==> src/design/hs_pkg.sv <==
// Shared word types for the heap sorter unit and its sorting cells.
`timescale 1ns / 1ps
`default_nettype none

package hs_pkg;

    // Width of the key field on both channels.
    localparam int unsigned WORD_KEY_WIDTH = 32;

    // Input word: one key and the end-of-set mark.
    typedef struct packed {
        logic [WORD_KEY_WIDTH-1:0] key;
        logic                      last;
    } in_word_t;

    // Result word: one sorted key with its run flags.
    typedef struct packed {
        logic [WORD_KEY_WIDTH-1:0] sorted_key;
        logic                      last_out;
        logic                      overflow;
    } out_word_t;

    // Operation that every cell of the chain performs in a cycle.
    typedef struct packed {
        logic insert;
        logic shift_dn;
        logic shift_up;
    } cell_ctrl_t;

endpackage

`default_nettype wire

==> src/design/hs_cell.sv <==
// One cell of the sorted chain: holds one key and trades it with its neighbors.
`timescale 1ns / 1ps
`default_nettype none

module hs_cell #(
    parameter int unsigned KEY_WIDTH = 32
) (
    input  wire                      clk,
    input  wire                      rst_n,
    input  wire hs_pkg::cell_ctrl_t  ctrl,
    input  wire  [KEY_WIDTH-1:0]     new_key,
    input  wire  [KEY_WIDTH-1:0]     lo_key,
    input  wire                      lo_valid,
    input  wire                      lo_gt,
    input  wire  [KEY_WIDTH-1:0]     hi_key,
    input  wire                      hi_valid,
    output logic [KEY_WIDTH-1:0]     cell_key,
    output logic                     cell_valid,
    output logic                     cell_gt
);

    logic [KEY_WIDTH-1:0] key_reg;
    logic [KEY_WIDTH-1:0] key_next;
    logic                 valid_reg;
    logic                 valid_next;

    // An empty cell counts as larger than any key, so empty cells stay on top.
    assign cell_gt    = !valid_reg || (key_reg > new_key);
    assign cell_key   = key_reg;
    assign cell_valid = valid_reg;

    always_comb
    begin
        key_next   = key_reg;
        valid_next = valid_reg;
        if (ctrl.insert)
        begin
            if (cell_gt)
            begin
                if (!lo_gt)
                begin
                    key_next   = new_key;
                    valid_next = 1'b1;
                end
                else
                begin
                    key_next   = lo_key;
                    valid_next = lo_valid;
                end
            end
        end
        else if (ctrl.shift_dn)
        begin
            key_next   = hi_key;
            valid_next = hi_valid;
        end
        else if (ctrl.shift_up)
        begin
            key_next   = lo_key;
            valid_next = lo_valid;
        end
    end

    always_ff @(posedge clk or negedge rst_n)
    begin
        if (!rst_n)
        begin
            valid_reg <= 1'b0;
        end
        else
        begin
            valid_reg <= valid_next;
        end
    end

    always_ff @(posedge clk)
    begin
        key_reg <= key_next;
    end

endmodule

`default_nettype wire

==> config.mk <==
export PLATFORM = sky130hd
export DESIGN_NAME = hs_cell
export DESIGN_NICKNAME = d
export VERILOG_FILES = /design/src/design/hs_pkg.sv /design/src/design/hs_cell.sv
export SDC_FILE = /design/constraint.sdc
export NUM_CORES = 1
export LEC_CHECK = 0
export ABC_AREA = 1
export BUFFER_PORTS_ARGS = -buffer_cell sky130_fd_sc_hd__buf_2
export CAP_MARGIN = 20
export CELL_PAD_IN_SITES_DETAIL_PLACEMENT = 2
export CELL_PAD_IN_SITES_GLOBAL_PLACEMENT = 2
export CORE_UTILIZATION = 24
export CTS_CLUSTER_DIAMETER = 150
export DETAILED_ROUTE_END_ITERATION = 10
export PLACE_DENSITY = 0.88
export SYNTH_ARGS = -nofsm -noshare
export SYNTH_HDL_FRONTEND = slang
export SYNTH_SLANG_ARGS = --single-unit
==> constraint.sdc <==
create_clock -name clk -period 3.15 [get_ports clk]
set_clock_uncertainty 0.15 [all_clocks]
set_input_delay 0.63 -clock clk [delete_from_list [all_inputs] [get_ports clk]]
set_output_delay 0.63 -clock clk [all_outputs]
set_load 0.02 [all_outputs]
# Word level (Yosys, flattened, before mapping)
# Cells that the tools add are included.
word_totals:
  in_bits: 104
  wordCells: 18
  regBits: 33
  out_inout_bits: 34
classes:
  muxes: 10
  n_lt_le_gt_ge: 1
  reduce_logical: 4
  eq_ne: 1
op_table:
  columns: ["cell", "count"]
  rows:
  - ["$mux W32", 5]
  - ["$gt A32 B32 Y1", 1]
  - ["$mux W1", 5]
  - ["$reduce_bool A3 Y1", 1]
  - ["$ne A2 B1 Y1 const B", 1]
  - ["$reduce_and A2 Y1", 1]
  - ["$logic_not A1 Y1", 1]
  - ["$logic_or A1 B1 Y1", 1]

# Longest topological paths before layout
depth:
  ltp_word: 4
  mapped_depth: 18
  mapped_depth_nobuf: 18

# Least setup slack after synthesis
# No wires, ideal clock.
synth_path:
  kind: "in2reg"
  startpoint: "input port new_key[15]"
  endpoint: "register key_reg[0], in the netlist cell_key[0] (enable)"
  setup_slack_ps: 386
  t_arrival_ps: 2227
  cell_stages: 12
  setup_time_ps: 387
  t_required_ps: 2613
  path_cell_list: "inv_1 > ha_1 > nand2_1 > nor3_2 > nand2_1 > nand2_1 > nand2_1 > nand2_1 > nand2_1 > nand3_2 > nand2_2 > inv_1"
synth_between:
  elab_chain_cells: 4
synth_rtl:
  columns: ["item", "line", "rtl"]
  rows:
  - ["start: declaration", "hs_cell.sv:11", "input wire [KEY_WIDTH-1:0] new_key,"]
  - ["$gt A32 B32 Y1", "hs_cell.sv:28", "assign cell_gt = !valid_reg || (key_reg > new_key);"]
  - ["$logic_or A1 B1 Y1", "hs_cell.sv:28", null]
  - ["$ne A2 B1 Y1 (no line)", null, null]
  - ["$reduce_and A2 Y1 (no line)", null, null]
  - ["end signal: assignment", "hs_cell.sv:78", "key_reg <= key_next;"]
  - ["end: declaration", "hs_cell.sv:22", "logic [KEY_WIDTH-1:0] key_reg;"]
# Every way passes these cells.
# A chain may end at the register's enable or synchronous reset.

# Final worst setup path
layout_path:
  startpoint: "input port new_key[17]"
  endpoint: "output port cell_gt"
layout_between:
  elab_chain_cells: 2
layout_rtl:
  columns: ["item", "line", "rtl"]
  rows:
  - ["$gt A32 B32 Y1", "hs_cell.sv:28", null]
  - ["$logic_or A1 B1 Y1", "hs_cell.sv:28", null]
  - ["end: declaration", "hs_cell.sv:19", "output logic cell_gt"]
# Every way passes these cells.

==> reports/metrics.cfg <==
[worst_setup_path]
regToRegStartpoint = cell_key[11]
worst-r2r-setup-slack_ps = 790
critPathMaxFanout = 2
crit_path_end_kind = output pin
start_kind = primary input
timing.rr.end = cell_key[0]
crit_type = primary input to output pin
crit_required_ps = 2370
reg2reg_depth = 12
worstPathArrival_ps = 2060

[synth]
synthTopCellsByArea = edfxtp_1, ha_1, o21ai_0, a21oi_1, nor2_1
syn_inst = 370
ys_seq_area_share_pct = 35.4
ys_ff_latch = 33
synth_top_area_cell = edfxtp_1
synthDistinctLibCells = 24
synth_nets = 506
postSynthAreaPerCell_um2 = 7.53
yosys_warnings = 0
synth_area_mm2 = 0.00279
synth_top_area_share_pct = 34.5

[routing]
postRouteAntennaNets = 0
first_pass_iters = 4
wire_per_inst_um = 17.2
drc = 0
drt-total-wl_mm = 11.0
dr_total_vias = 3179
drt-initial-drc-count = 69
viasPerCell = 4.96

[layout]
antenna_cells = 0
nets = 636
drive_above_1_share_pct = 31.9
n_fill_cell = 1320
syn_to_final_growth_pct = 35.0

[clock_tree]
cts_tree = yes
cts-htree-levels = 2
cts_made_buffers = 5
clock-sinks = 33
cts_buffer_depth = 2
clock_latency_ps = 270
root_buffer = clkbuf_16
clkSlewWorstSetupHoldPaths_ps = 50

[timing]
fmax_mhz = 352
setup_tns_ps = 0
setup_viol = 0
hold_ws_ps = 420
min_period_ps = 2840
period_share_pct = 90.2
tightest_slew_ps = 1050
slew_headroom_pct = 30.1
drv_slew = 0
hold_violations = 0
rsz0062_at_grt = no

[global_route]
gr-total-overflow = 0
track_usage_pct = 18.7
grt_max_degree = 65
antenna_found_initial = 1
grt_pass1_vias = 3567
grt_pass1_wl_mm = 17.3

[power]
power_leakage_nw = 1.85
combPwrFrac_pct = 36.1
power_density_mw_per_mm2 = 454
ir_drop_v = 0.000214
seqPwrFrac_pct = 36.2
switching_share_pct = 35.9
p_sw_mw = 0.613
internal-power_mw = 1.10
pwr-share-clk_pct = 27.8

[place]
place.gp.congestion = 0.771
place.port_buffers = 137
dpl.hpwl_mm = 8.66

[floorplan]
core_mm2 = 0.0111
fp-row-count = 38
initial_core_util_pct = 25.2
boundaryPins = 138
chipWidth_um = 110
die_h_um = 110
die_area_mm2 = 0.0120

[hold_path]
hold_path_depth = 2
hold_end = cell_valid
hold_start = cell_valid
hp-class = flop to flop

[run_status]
status = finished, final reports clean

[run]
drv_cap = 0

through the flow:
| step | cells | setup WS [ps] | util [%] | power, mW | area [µm²] |
|---|---|---|---|---|---|
| after CTS | 641 | 246 | 34.0 | 1.73 | 3760 |
| after floorplan | 370 | 386 | - | 0.985 | 2790 |
| after detailed placement | 632 | 260 | 32.6 | 1.25 | 3610 |
| after global placement | 632 | 268 | 32.6 | 1.21 | 3610 |
| final | 641 | 307 | 34.0 | 1.71 | 3760 |
| after global routing | 641 | 80.1 | 34.0 | 1.82 | 3760 |
what timing repair did:
| item | CTS | global route |
|---|---|---|
| hold endpoints to repair | 1 | 0 |
| gates resized for setup | 0 | 0 |
| setup buffers | 0 | 0 |
| hold buffers | 1 | 0 |
per-layer routing:
metal	up-vias	track usage, %	share of wire (%)
li1	1533	-	-
met1	1541	21.7	41
met2	89	35.3	53
met3	14	2.43	3.8
met4	2	5.52	1.4
met5	-	0	0.073
layout make-up:
class	instances	area, µm²	share of cell area [%]
clock buffers	8	136	3.63
inverters	43	161	4.29
multi-input cells	274	1560	41.4
flip-flops and latches	33	986	26.2
well taps	140	175	4.66
repair buffers	143	746	19.8
critical path, cell delays in order:
cell     delay (ps)
buf_2            80
inv_1            40
ha_1            310
nand2_1          80
nand2_1          50
nand2_1          60
nand2_1          50
nand2_1          60
nand3_1         100
a21oi_1         210
nand2_1          80
nand2_1         100
nand2_1          60
buf_2           160
logic make-up (layout without fill, tap and decap cells):
| family | count (synthesis) | in the layout | synth area share [%] |
|---|---|---|---|
| AO/OA/AOI/OAI | 145 | 145 | 26.3 |
| adder cells (fa/ha/maj) | 32 | 32 | 14.4 |
| buffers and inverters | 63 | 194 | 8.76 |
| flip-flops | 33 | 33 | 35.4 |
| AND/OR/NAND/NOR | 97 | 97 | 15.2 |
synth_stat cells (all sizes together):
cell type  number
o21ai          98
nor2           45
a21oi          44
inv            43
nand2          42
edfxtp         32
ha             32
clkbuf         15
nand3           6
buf             5
nand4           3
a21o            1
dfrtp           1
nor3            1
o21a            1
o22ai           1
power by group through the flow:
stage                     registers (mW)  logic, mW  clock network (mW)
final                              0.618      0.617               0.474
after global routing               0.627      0.694               0.495
after CTS                          0.619      0.629               0.486
after detailed placement           0.627      0.627                   0
after global placement             0.622      0.587                   0
after floorplan                    0.706      0.278                   0
state kept, by name (all words and copies together) (netlist names):
| name | flops |
|---|---|
| cell_key | 32 |
| cell_valid | 1 |
cell usage in the layout (no fill, tap or decap), drive strengths merged:
cell / count
nor2: 45
o21ai: 98
o22ai: 1
a21o: 1
nand4: 3
edfxtp: 32
nor3: 1
inv: 43
ha: 32
nand3: 6
nand2: 42
o21a: 1
a21oi: 44
dlygate4sd3: 1
dfrtp: 1
clkbuf: 8
buf: 142
worst max-delay path by stage:
stage | start | to | cells past startpoint
after detailed placement | new_key[17] | cell_gt | 14
final | new_key[17] | cell_gt | 14
after global routing | new_key[17] | cell_gt | 14
after CTS | new_key[17] | cell_gt | 14
after global placement | new_key[17] | cell_gt | 14
after floorplan | new_key[15] | cell_key[0] | 12
(Power assumes the default switching activity.)
